$ cat config.mk
export PLATFORM = sky130hd
export DESIGN_NAME = dispute_escalation_table_unit
export DESIGN_NICKNAME = d
export VERILOG_FILES = /design/src/rtl/det_pkg.sv /design/src/rtl/dispute_escalation_table_unit.sv /design/src/rtl/det_front.sv /design/src/rtl/det_back.sv
export SDC_FILE = /design/constraint.sdc
export NUM_CORES = 2
export LEC_CHECK = 0
export ABC_CLOCK_PERIOD_IN_PS = 40500
export BUFFER_PORTS_ARGS = -buffer_cell sky130_fd_sc_hd__buf_2
export CORE_UTILIZATION = 46
export DETAILED_ROUTE_END_ITERATION = 8
export PLACE_DENSITY = 0.73
export SYNTH_ARGS = -nofsm -noshare
export SYNTH_HDL_FRONTEND = slang
export SYNTH_HIERARCHICAL = 1
export SYNTH_SLANG_ARGS = --single-unit
export TNS_END_PERCENT = 100
$ cat constraint.sdc
create_clock -name clk -period 40.5 [get_ports clk]
set_input_delay 8.1 -clock clk [delete_from_list [all_inputs] [get_ports clk]]
set_output_delay 8.1 -clock clk [all_outputs]
set_load 0.02 [all_outputs]
$ cat src/rtl/det_pkg.sv
// Shared types, constants and codes for the dispute escalation table.
package det_pkg;

    localparam int TABLE_SLOTS = 16;
    localparam int NODE_COUNT  = 16;
    localparam int SLOT_W      = (TABLE_SLOTS > 1) ? $clog2(TABLE_SLOTS) : 1;
    localparam logic [8:0] NODE_LIMIT = 9'(NODE_COUNT);

    localparam int QDEPTH = 2;
    localparam int QPTR_W = (QDEPTH > 1) ? $clog2(QDEPTH) : 1;
    localparam int QCNT_W = $clog2(QDEPTH + 1);

    // operation codes
    localparam logic [1:0] OP_OPEN     = 2'd0;
    localparam logic [1:0] OP_ESCALATE = 2'd1;
    localparam logic [1:0] OP_RESOLVE  = 2'd2;
    localparam logic [1:0] OP_QUERY    = 2'd3;

    // result status codes
    localparam logic [1:0] STATUS_OK    = 2'd0;
    localparam logic [1:0] STATUS_RANGE = 2'd1;
    localparam logic [1:0] STATUS_RULE  = 2'd2;

    // slot state codes
    localparam logic [1:0] SLOT_EMPTY    = 2'd0;
    localparam logic [1:0] SLOT_ACTIVE   = 2'd1;
    localparam logic [1:0] SLOT_RESOLVED = 2'd2;
    localparam logic [1:0] SLOT_CUT      = 2'd3;

    // escalation levels
    localparam logic [1:0] LVL_PRIVATE  = 2'd0;
    localparam logic [1:0] LVL_WITNESS  = 2'd1;
    localparam logic [1:0] LVL_ASSEMBLY = 2'd2;
    localparam logic [1:0] LVL_CUT      = 2'd3;

    typedef struct packed {
        logic [1:0]  op;
        logic [31:0] dispute_id;
        logic [7:0]  accuser_node;
        logic [7:0]  accused_node;
        logic [47:0] now_ms;
    } cmd_t;

    typedef struct packed {
        logic [1:0]  status;
        logic [1:0]  level;
        logic [1:0]  entry_state;
        logic [7:0]  party_accuser;
        logic [7:0]  party_accused;
        logic [47:0] opened_ms;
        logic [47:0] escalated_ms;
        logic        broadcast_request;
    } rsp_t;

    // queued item with its front-end classification
    typedef struct packed {
        cmd_t cmd;
        logic range_err;
        logic same_node;
    } qent_t;

    typedef enum logic [1:0] {
        BK_IDLE,
        BK_MATCH,
        BK_PICK,
        BK_WRITE
    } back_state_t;

endpackage

$ cat src/rtl/dispute_escalation_table_unit.sv
// An item passes through the queue and the match, pick and write steps before done.
// The back-end sequencer (match, pick, write) takes the next item only after a write.
// A 2-item queue sits between front and back; busy rises only while that queue is full.
// done pulses for one cycle per item and the receiver cannot stall it.
// Reset marks every table slot empty at once; no clearing pass runs after reset.
// Top level of the dispute escalation table.
module dispute_escalation_table_unit (
    input  logic          clk,
    input  logic          rst_n,
    input  logic          start,
    output logic          busy,
    input  det_pkg::cmd_t cmd,
    output logic          done,
    output det_pkg::rsp_t result
);
    import det_pkg::*;

    // queue handoff between the front end and the back end
    logic  q_valid;
    logic  q_pop;
    qent_t q_entry;

    // Front: take the item when the queue has room, flag node range and
    // equal-node faults, and hold it in the queue.
    det_front u_front (
        .clk     (clk),
        .rst_n   (rst_n),
        .start   (start),
        .busy    (busy),
        .cmd     (cmd),
        .q_valid (q_valid),
        .q_entry (q_entry),
        .q_pop   (q_pop)
    );

    // Back: drain one item at a time, compare its id against every slot,
    // choose the slot and status, then write back and register the result.
    det_back u_back (
        .clk     (clk),
        .rst_n   (rst_n),
        .q_valid (q_valid),
        .q_entry (q_entry),
        .q_pop   (q_pop),
        .done    (done),
        .result  (result)
    );

endmodule

$ cat src/rtl/det_front.sv
// Front end: accepts items, classifies node ids and queues them for the back end.
module det_front (
    input  logic           clk,
    input  logic           rst_n,
    input  logic           start,
    output logic           busy,
    input  det_pkg::cmd_t  cmd,
    output logic           q_valid,
    output det_pkg::qent_t q_entry,
    input  logic           q_pop
);
    import det_pkg::*;

    qent_t              q_mem [QDEPTH];
    logic [QPTR_W-1:0]  wr_ptr_reg, wr_ptr_next;
    logic [QPTR_W-1:0]  rd_ptr_reg, rd_ptr_next;
    logic [QCNT_W-1:0]  count_reg, count_next;
    logic               push;
    qent_t              in_entry;

    assign busy    = (count_reg == QCNT_W'(QDEPTH));
    assign push    = start && !busy;
    assign q_valid = (count_reg != '0);
    assign q_entry = q_mem[rd_ptr_reg];

    always_comb
    begin
        in_entry.cmd       = cmd;
        in_entry.range_err = ({1'b0, cmd.accuser_node} >= NODE_LIMIT)
                          || ({1'b0, cmd.accused_node} >= NODE_LIMIT);
        in_entry.same_node = (cmd.accuser_node == cmd.accused_node);
    end

    always_comb
    begin
        wr_ptr_next = wr_ptr_reg;
        rd_ptr_next = rd_ptr_reg;
        count_next  = count_reg;
        if (push)
        begin
            wr_ptr_next = (wr_ptr_reg == QPTR_W'(QDEPTH - 1)) ? '0 : wr_ptr_reg + 1'b1;
        end
        if (q_pop)
        begin
            rd_ptr_next = (rd_ptr_reg == QPTR_W'(QDEPTH - 1)) ? '0 : rd_ptr_reg + 1'b1;
        end
        if (push && !q_pop)
        begin
            count_next = count_reg + 1'b1;
        end
        else if (q_pop && !push)
        begin
            count_next = count_reg - 1'b1;
        end
    end

    always_ff @(posedge clk or negedge rst_n)
    begin
        if (!rst_n)
        begin
            wr_ptr_reg <= '0;
            rd_ptr_reg <= '0;
            count_reg  <= '0;
        end
        else
        begin
            wr_ptr_reg <= wr_ptr_next;
            rd_ptr_reg <= rd_ptr_next;
            count_reg  <= count_next;
        end
    end

    always_ff @(posedge clk)
    begin
        if (push)
        begin
            q_mem[wr_ptr_reg] <= in_entry;
        end
    end

`ifndef NO_ASSERTIONS
    a_count_bound: assert property (@(posedge clk) disable iff (!rst_n)
        count_reg <= QCNT_W'(QDEPTH))
        else $error("queue count beyond depth");

    a_pop_nonempty: assert property (@(posedge clk) disable iff (!rst_n)
        q_pop |-> (count_reg != '0))
        else $error("queue popped while empty");
`endif

endmodule

$ cat src/rtl/det_back.sv
// Back end: table lookup, slot choice, update and result register.
module det_back (
    input  logic           clk,
    input  logic           rst_n,
    input  logic           q_valid,
    input  det_pkg::qent_t q_entry,
    output logic           q_pop,
    output logic           done,
    output det_pkg::rsp_t  result
);
    import det_pkg::*;

    back_state_t        state_reg, state_next;
    qent_t              cur_reg;
    logic [TABLE_SLOTS-1:0] match_reg, empty_reg, resolved_reg;
    logic [SLOT_W-1:0]  idx_reg, idx_next;
    logic [1:0]         status_reg, status_next;
    rsp_t               rsp_reg, rsp_next;
    logic               done_reg;

    logic [1:0]         slot_state_reg     [TABLE_SLOTS];
    logic [1:0]         slot_level_reg     [TABLE_SLOTS];
    logic [31:0]        slot_id_reg        [TABLE_SLOTS];
    logic [7:0]         slot_accuser_reg   [TABLE_SLOTS];
    logic [7:0]         slot_accused_reg   [TABLE_SLOTS];
    logic [47:0]        slot_opened_reg    [TABLE_SLOTS];
    logic [47:0]        slot_escalated_reg [TABLE_SLOTS];

    logic               take_cmd, do_scan, do_pick, do_write, wr_en;
    logic               hit, any_empty, any_res;
    logic [SLOT_W-1:0]  hit_idx, empty_idx, res_idx;
    logic [1:0]         hit_state, hit_level;
    logic [1:0]         cur_state, cur_level;
    logic [1:0]         new_state, new_level;
    logic [7:0]         new_accuser, new_accused;
    logic [31:0]        new_id;
    logic [47:0]        new_opened, new_escalated;
    logic               bcast;

    // next state
    always_comb
    begin
        state_next = state_reg;
        case (state_reg)
            BK_IDLE:  state_next = q_valid ? BK_MATCH : BK_IDLE;
            BK_MATCH: state_next = BK_PICK;
            BK_PICK:  state_next = BK_WRITE;
            BK_WRITE: state_next = BK_IDLE;
            default:  state_next = BK_IDLE;
        endcase
    end

    // sequencer outputs
    always_comb
    begin
        take_cmd = 1'b0;
        do_scan  = 1'b0;
        do_pick  = 1'b0;
        do_write = 1'b0;
        case (state_reg)
            BK_IDLE:  take_cmd = q_valid;
            BK_MATCH: do_scan  = 1'b1;
            BK_PICK:  do_pick  = 1'b1;
            BK_WRITE: do_write = 1'b1;
            default:  take_cmd = 1'b0;
        endcase
    end

    assign q_pop  = take_cmd;
    assign done   = done_reg;
    assign result = rsp_reg;

    // first match, first empty, first resolved: lowest index wins
    always_comb
    begin
        hit       = 1'b0;
        hit_idx   = '0;
        any_empty = 1'b0;
        empty_idx = '0;
        any_res   = 1'b0;
        res_idx   = '0;
        for (int i = TABLE_SLOTS - 1; i >= 0; i--)
        begin
            if (match_reg[i])
            begin
                hit     = 1'b1;
                hit_idx = SLOT_W'(i);
            end
            if (empty_reg[i])
            begin
                any_empty = 1'b1;
                empty_idx = SLOT_W'(i);
            end
            if (resolved_reg[i])
            begin
                any_res = 1'b1;
                res_idx = SLOT_W'(i);
            end
        end
    end

    assign hit_state = slot_state_reg[hit_idx];
    assign hit_level = slot_level_reg[hit_idx];

    // decide status and target slot
    always_comb
    begin
        status_next = STATUS_OK;
        idx_next    = hit_idx;
        case (cur_reg.cmd.op)
            OP_OPEN:
            begin
                if (cur_reg.range_err)
                    status_next = STATUS_RANGE;
                else if (cur_reg.same_node)
                    status_next = STATUS_RULE;
                else if (hit)
                begin
                    if (hit_state != SLOT_RESOLVED)
                        status_next = STATUS_RULE;
                end
                else if (any_empty)
                    idx_next = empty_idx;
                else if (any_res)
                    idx_next = res_idx;
                else
                    status_next = STATUS_RULE;
            end
            OP_ESCALATE:
            begin
                if (!hit)
                    status_next = STATUS_RULE;
                else if (hit_state != SLOT_ACTIVE || hit_level == LVL_CUT)
                    status_next = STATUS_RULE;
            end
            OP_RESOLVE:
            begin
                if (!hit)
                    status_next = STATUS_RULE;
                else if (hit_state == SLOT_CUT)
                    status_next = STATUS_RULE;
            end
            default:
            begin
                if (!hit)
                    status_next = STATUS_RULE;
            end
        endcase
    end

    // apply the update to the chosen slot
    assign cur_state = slot_state_reg[idx_reg];
    assign cur_level = slot_level_reg[idx_reg];

    always_comb
    begin
        new_state     = cur_state;
        new_level     = cur_level;
        new_id        = slot_id_reg[idx_reg];
        new_accuser   = slot_accuser_reg[idx_reg];
        new_accused   = slot_accused_reg[idx_reg];
        new_opened    = slot_opened_reg[idx_reg];
        new_escalated = slot_escalated_reg[idx_reg];
        bcast         = 1'b0;
        case (cur_reg.cmd.op)
            OP_OPEN:
            begin
                new_state     = SLOT_ACTIVE;
                new_level     = LVL_PRIVATE;
                new_id        = cur_reg.cmd.dispute_id;
                new_accuser   = cur_reg.cmd.accuser_node;
                new_accused   = cur_reg.cmd.accused_node;
                new_opened    = cur_reg.cmd.now_ms;
                new_escalated = cur_reg.cmd.now_ms;
            end
            OP_ESCALATE:
            begin
                new_level     = cur_level + 1'b1;
                new_escalated = cur_reg.cmd.now_ms;
                bcast         = (cur_level == LVL_WITNESS);
                if (cur_level == LVL_ASSEMBLY)
                    new_state = SLOT_CUT;
            end
            OP_RESOLVE:
            begin
                new_state = SLOT_RESOLVED;
            end
            default:
            begin
                new_state = cur_state;
            end
        endcase
    end

    assign wr_en = do_write && (status_reg == STATUS_OK);

    always_comb
    begin
        rsp_next        = '0;
        rsp_next.status = status_reg;
        if (status_reg == STATUS_OK)
        begin
            rsp_next.level             = new_level;
            rsp_next.entry_state       = new_state - 2'd1;
            rsp_next.party_accuser     = new_accuser;
            rsp_next.party_accused     = new_accused;
            rsp_next.opened_ms         = new_opened;
            rsp_next.escalated_ms      = new_escalated;
            rsp_next.broadcast_request = bcast;
        end
    end

    always_ff @(posedge clk or negedge rst_n)
    begin
        if (!rst_n)
        begin
            state_reg <= BK_IDLE;
            done_reg  <= 1'b0;
            for (int i = 0; i < TABLE_SLOTS; i++)
            begin
                slot_state_reg[i] <= SLOT_EMPTY;
            end
        end
        else
        begin
            state_reg <= state_next;
            done_reg  <= do_write;
            if (wr_en)
            begin
                slot_state_reg[idx_reg] <= new_state;
            end
        end
    end

    always_ff @(posedge clk)
    begin
        if (take_cmd)
        begin
            cur_reg <= q_entry;
        end
        if (do_scan)
        begin
            for (int i = 0; i < TABLE_SLOTS; i++)
            begin
                match_reg[i]    <= (slot_state_reg[i] != SLOT_EMPTY)
                                && (slot_id_reg[i] == cur_reg.cmd.dispute_id);
                empty_reg[i]    <= (slot_state_reg[i] == SLOT_EMPTY);
                resolved_reg[i] <= (slot_state_reg[i] == SLOT_RESOLVED);
            end
        end
        if (do_pick)
        begin
            status_reg <= status_next;
            idx_reg    <= idx_next;
        end
        if (do_write)
        begin
            rsp_reg <= rsp_next;
        end
        if (wr_en)
        begin
            slot_level_reg[idx_reg]     <= new_level;
            slot_id_reg[idx_reg]        <= new_id;
            slot_accuser_reg[idx_reg]   <= new_accuser;
            slot_accused_reg[idx_reg]   <= new_accused;
            slot_opened_reg[idx_reg]    <= new_opened;
            slot_escalated_reg[idx_reg] <= new_escalated;
        end
    end

`ifndef NO_ASSERTIONS
    a_done_after_write: assert property (@(posedge clk) disable iff (!rst_n)
        done_reg |-> $past(state_reg == BK_WRITE))
        else $error("result strobe without a write step");

    a_error_clean: assert property (@(posedge clk) disable iff (!rst_n)
        (done_reg && rsp_reg.status != STATUS_OK) |->
            (rsp_reg.level == 2'd0 && rsp_reg.entry_state == 2'd0
             && rsp_reg.opened_ms == '0 && rsp_reg.broadcast_request == 1'b0))
        else $error("error result carries entry data");

    a_bcast_level: assert property (@(posedge clk) disable iff (!rst_n)
        (done_reg && rsp_reg.broadcast_request) |-> (rsp_reg.level == LVL_ASSEMBLY))
        else $error("broadcast request without assembly level");

    a_open_active: assert property (@(posedge clk) disable iff (!rst_n)
        (state_reg == BK_WRITE && status_reg == STATUS_OK && cur_reg.cmd.op == OP_OPEN)
            |=> (slot_state_reg[$past(idx_reg)] == SLOT_ACTIVE))
        else $error("opened slot not active");
`endif

endmodule

=== Word level (Yosys, flattened, before mapping) ===
Memory sizes are Yosys's and may differ from the RTL's. A register that Yosys moved wholly into a read port is not among the register bits.
Cells that the tools add are included.

* Register bits: 212
* Bits in writable memories: 2536
* Logic and storage cells: 316
* Memories: 7

* Add/sub/neg operators: 6
* Order comparisons: 5
* Equality and inequality tests: 46
* Multiplexer cells: 150
* Bitwise operators: 2
* Reduce and logical (&&, ||, !) cells: 66

{| class="wikitable"
|+ Memory list
! memory !! words !! bits a word !! read ports !! clocked after memory_dff !! write ports !! RTL line !! source
|-
| u_back.slot_escalated_reg || 16 || 48 || 1 || 1 || 1 || det_back.sv:27 || <nowiki>logic [47:0] slot_escalated_reg [TABLE_SLOTS];</nowiki>
|-
| u_back.slot_opened_reg || 16 || 48 || 1 || 1 || 1 || det_back.sv:26 || <nowiki>logic [47:0] slot_opened_reg [TABLE_SLOTS];</nowiki>
|-
| u_back.slot_id_reg || 16 || 32 || 16 || 0 || 1 || det_back.sv:23 || <nowiki>logic [31:0] slot_id_reg [TABLE_SLOTS];</nowiki>
|-
| u_front.q_mem || 2 || 100 || 1 || 1 || 1 || det_front.sv:14 || <nowiki>qent_t q_mem [QDEPTH];</nowiki>
|-
| u_back.slot_accused_reg || 16 || 8 || 1 || 1 || 1 || det_back.sv:25 || <nowiki>logic [7:0] slot_accused_reg [TABLE_SLOTS];</nowiki>
|-
| u_back.slot_accuser_reg || 16 || 8 || 1 || 1 || 1 || det_back.sv:24 || <nowiki>logic [7:0] slot_accuser_reg [TABLE_SLOTS];</nowiki>
|-
| 1 more memories || n/a || n/a || n/a || n/a || n/a || n/a ||
|}

{| class="wikitable"
|+ Operators with widths
! kind !! count
|-
| $eq A32 B32 Y1 || 16
|-
| $mux W4 || 59
|-
| $mux W48 || 2
|-
| $mux W1 || 59
|-
| $eq A2 B2 Y1 const B || 23
|-
| $logic_not A2 Y1 || 19
|-
| $mux W2 || 19
|-
| $reduce_bool A2 Y1 || 18
|-
| $bwmux W32 || 1
|-
| $mux W32 || 1
|-
| $logic_and A1 B1 Y1 || 21
|-
| $bmux W2 S4 || 2
|-
| $ge A8 B5 Y1 const B || 2
|-
| $mux W8 || 2
|-
| $pmux W2 S3 || 2
|-
| $ge A5 B5 Y1 const B || 2
|-
| $not A4 Y5 || 2
|-
| $demux W2 S4 || 1
|-
| $eq A8 B8 Y1 || 1
|-
| $pmux W2 S4 || 1
|-
| $eq A2 B1 Y1 const B || 3
|-
| $lt A5 B1 Y1 const B || 1
|-
| $add A2 B1 Y2 const B || 2
|-
| $pmux W2 S2 || 1
|-
| other kinds (9) || 15
|}

=== Longest topological paths before layout ===
* Depth in word-level cells: 26
* Mapped depth: 13
* Gate-level depth less buffers: 10

=== Modules after synthesis ===
The synthesis kept the hierarchy.

{| class="wikitable"
|+ By module, submodules not included
! module !! instances !! cells an instance !! area each (um^2) !! sequential area each (um^2)
|-
| det_back || 1 || 4861 || 103043.8 || 79301.1
|-
| det_front || 1 || 344 || 7966.4 || 6105.9
|}

=== Least setup slack after synthesis ===
Ideal clock, no wire load.

* Path type: reg2reg
* From: reg u_back.state_reg[0]
* To: reg u_back/slot_state_reg[30] (netlist bit)
* Data arrival time: 13.224 ns
* Required time: 40.395 ns
* Slack: 27.171 ns
* Cell stages (with the launch flop): 5
* Buffers on the path: 0
* Period minus slack after synthesis: 13.329 ns
* Cells stage by stage: dfrtp_1 ha_1 nand3_1 nor3_1 mux2_2

* Cells in the longest elaborated chain, start to end: 3

{| class="wikitable"
|+ RTL lines
! item !! RTL line !! source
|-
| start, declared || det_back.sv:13 || <nowiki>back_state_t state_reg, state_next;</nowiki>
|-
| start signal, assigned || det_back.sv:226 || <nowiki>state_reg <= state_next;</nowiki>
|-
| $eq A2 B2 Y1 || det_back.sv:60 || <nowiki>case (state_reg)</nowiki>
|-
| $mux W1 || det_back.sv:60 ||
|-
| via u_back.do_write || det_back.sv:29 || <nowiki>logic take_cmd, do_scan, do_pick, do_write, wr_en;</nowiki>
|-
| $logic_and A1 B1 Y1 || det_back.sv:195 || <nowiki>assign wr_en = do_write && (status_reg == STATUS_OK);</nowiki>
|-
| end signal, assigned by index || det_back.sv:230 || <nowiki>slot_state_reg[idx_reg] <= new_state;</nowiki>
|-
| end, declared || det_back.sv:21 || <nowiki>logic [1:0] slot_state_reg [TABLE_SLOTS];</nowiki>
|}

The timed path passes the listed nets, and every way through them passes these cells.
A chain may end at the register's enable or synchronous reset.

=== Worst setup path after layout ===
* From: reg u_front.count_reg[0]
* To: out busy

* Cells in the longest elaborated chain, start to end: 1

{| class="wikitable"
|+ RTL lines
! item !! RTL line !! source
|-
| start, declared || det_front.sv:17 || <nowiki>logic [QCNT_W-1:0] count_reg, count_next;</nowiki>
|-
| start signal, assigned || det_front.sv:69 || <nowiki>count_reg <= count_next;</nowiki>
|-
| $eq A2 B2 Y1 || det_front.sv:21 || <nowiki>assign busy = (count_reg == QCNT_W'(QDEPTH));</nowiki>
|-
| end, declared || dispute_escalation_table_unit.sv:11 || <nowiki>output logic busy,</nowiki>
|}

No other way between the ends.

==> flow_metrics.tcl <==
set metrics [dict create \
    synth_area_leader_cell "edfxtp_1" \
    cts.path.max_buffers 4 \
    drt_iter0_drc 6399 \
    critPathTopFamily "flip-flops" \
    cts.clk_slew.worst_paths_ns 0.05 \
    wl_met2_um 129000 \
    slew_headroom_pct 8.68 \
    path_max_fanout 4 \
    synth_cell_types 65 \
    numCtsBuffers 304 \
    cp.required_ns 32.40 \
    syn_nets 5314 \
    maxCapViolations 0 \
    fp.dieH_um 493 \
    cp.arrival_ns 1.76 \
    grt_usage_pct 21.5 \
    final_nets 5716 \
    synth_most_common_cell "edfxtp_1" \
    htreeDepth 5 \
    post_cts_buffers 0 \
    cts-resized-gates 0 \
    cts_tree "yes" \
    coreArea_mm2 0.239 \
    crit_type "register to output port" \
    path_cells "nand2b_1, inv_1, buf_2" \
    worstMarginPinSlew_ns 1.36 \
    end_kind "output port" \
    wl_met1_um 103000 \
    cts_root_buf "clkbuf_16" \
    seq_area_frac_synth_pct 76.9 \
    cts_hold_buf 0 \
    finClkSkew_ns 0.106 \
    wl_um 263000 \
    finalSetupTns_ns 0 \
    final-hold-violation-count 0 \
    die_w_um 493 \
    synthToLayoutAreaGrowth_pct 13.1 \
    ys_seq_elements 2852 \
    cp_num_buf_inv 2 \
    power_uw 9640 \
    setup_viol 0 \
    cpPeakStageDelay_ns 0.42 \
    rsz0062_at_grt "no" \
    fmax_mhz 101 \
    cts.sinks 2852 \
    slew_violations 0 \
    grt_pass1_vias 54600 \
    power.density_mw_per_mm2 76.8 \
    min_period_over_period_pct 24.4 \
    async_reset_ff_share_pct 1.37 \
    synth.avg_cell_area_um2 21.3 \
    synth_top_area_share_pct 76.0 \
    drive_gt1_share_pct 27.1 \
    drtAntennaViolNets 0 \
    synth.top_cells.by_area "edfxtp_1 76%, mux4_2 12%, xnor2_1 2.1%" \
    yosys_warnings 6 \
    wl_per_cell_um 29.2 \
    portBuffers 221 \
    peakVddDrop_mv 0.0751 \
    synth_common_cells "2,809 x edfxtp_1, 580 x mux4_2, 265 x xnor2_1" \
    critPathLaunchType "register" \
    dp_hpwl_um 135000 \
    synth-edff-count 2809 \
    crit_slowest_cell "dfrtp_1" \
    grt_overflow 0 \
    via_per_inst 5.96 \
    min_period_ns 9.86 \
    route.detailed.drc 0 \
    place_congestion 0.823 \
    grt_pass1_wl_um 378000 \
    routed.top_layer "met5" \
    route.met3.wl_um 22000 \
    fill_cells 17800 \
    fp-row-count 179 \
    outcome "completed" \
    start_util_pct 46.5 \
    synth_flop_cell "edfxtp_1" \
    die_area_mm2 0.243 \
    leakagePower_uw 0.0402 \
    clkLatencyLatePin_ns 0.97 \
    min-delay-path-class "register to register" \
    io_pins 222 \
    antenna_found_initial 10 \
    dr.pass1.iters 7 \
    synthCells 5205 \
    grt_max_degree 149 \
    syn_area_mm2 0.111 \
    via_count 53600 \
]
==> layout make-up <==
type | instances | area [µm²] | area share, %
Antenna cell | 5 | 12.5 | 0.00996
Clock buffer | 375 | 8050 | 6.41
Clock inverter | 141 | 1270 | 1.01
Inverter | 30 | 158 | 0.126
Multi-Input combinational cell | 2075 | 24500 | 19.5
Sequential cell | 2852 | 85400 | 68.0
Tap cell | 3167 | 3960 | 3.16
Timing Repair Buffer | 344 | 2150 | 1.72
==> cells in the final DEF (no fill, tap or decap), types with 7 or more instances in the layout <==
cell type	count
edfxtp_1	2809
mux4_2	580
clkbuf_16	311
xnor2_1	265
xor2_1	259
nand2_1	241
buf_2	221
buf_4	113
mux2_2	96
mux2_4	90
nor4_1	89
a21oi_1	83
nand4_1	69
clkbuf_1	61
and2_1	52
nor2_1	50
clkinv_1	49
clkinv_2	48
dfrtp_1	38
nand3_1	29
inv_1	23
bufinv_16	22
nor2b_1	17
or4_1	16
clkinvlp_4	15
o21ai_0	15
mux2i_1	11
nor2_4	10
buf_12	10
nor3_2	9
nor2_2	8
o31ai_1	7
==> stage by stage <==
step | instances | utilization [%] | setup WS (ns) | instance area, µm² | hold WS [ns]
floorplan | 5205 | - | 27.17 | 111000 | 0.442
global placement | 8468 | 48.6 | 30.07 | 116000 | 0.480
detailed placement | 8468 | 48.6 | 30.00 | 116000 | 0.483
CTS | 8984 | 52.5 | 30.56 | 126000 | 0.492
global route | 8987 | 52.5 | 30.54 | 126000 | 0.525
finish | 8989 | 52.5 | 30.64 | 126000 | 0.495
==> cells by family after synthesis <==
| logic type | after synthesis | share of synthesized area (%) |
|---|---|---|
| DFF | 2852 | 76.9 |
| muxes | 779 | 14.1 |
| and+or+nand+nor | 622 | 2.80 |
| xor gates and xnor gates | 524 | 4.13 |
| buffers and inverters | 278 | 1.13 |
| AOI/OAI and AO/OA | 142 | 0.805 |
| adders and majority gates | 8 | 0.0902 |
==> where the power goes <==
group / leakage (µW) / switching, µW / internal, µW / total (µW)
Clock: 0.00454 / 1100 / 1540 / 2640
Sequential: 0.0260 / 176 / 4150 / 4320
Combinational: 0.00963 / 1710 / 968 / 2680
Total: 0.0402 / 2980 / 6660 / 9640
==> layer usage <==
layer / up-vias / global-route usage [%]
met3: 446 / 3.70
met2: 2834 / 34.9
met1: 28400 / 29.3
met4: 2 / 7.81
li1: 21900 / -
met5: - / 0
==> worst paths after layout <==
path                                             startpoint                               end  slack [ns]  cells after the start
setup / recovery           u_front/count_reg[0]$_DFFE_PN0P_                              busy       30.64                      3
hold / removal             u_front/count_reg[1]$_DFFE_PN0P_  u_front/count_reg[1]$_DFFE_PN0P_        0.50                      1
setup reg to reg                                   register   u_back/result[38]$_SDFFCE_PP0P_       35.03                      7
hold reg to reg            u_front/count_reg[1]$_DFFE_PN0P_  u_front/count_reg[1]$_DFFE_PN0P_        0.50                      1
max in group asynchronous                             rst_n    u_front/rd_ptr_reg$_DFFE_PN0P_       32.33                      1
min in group asynchronous                             rst_n  u_front/count_reg[1]$_DFFE_PN0P_        7.33                      1
No activity file was read; power rests on OpenSTA's default activity.
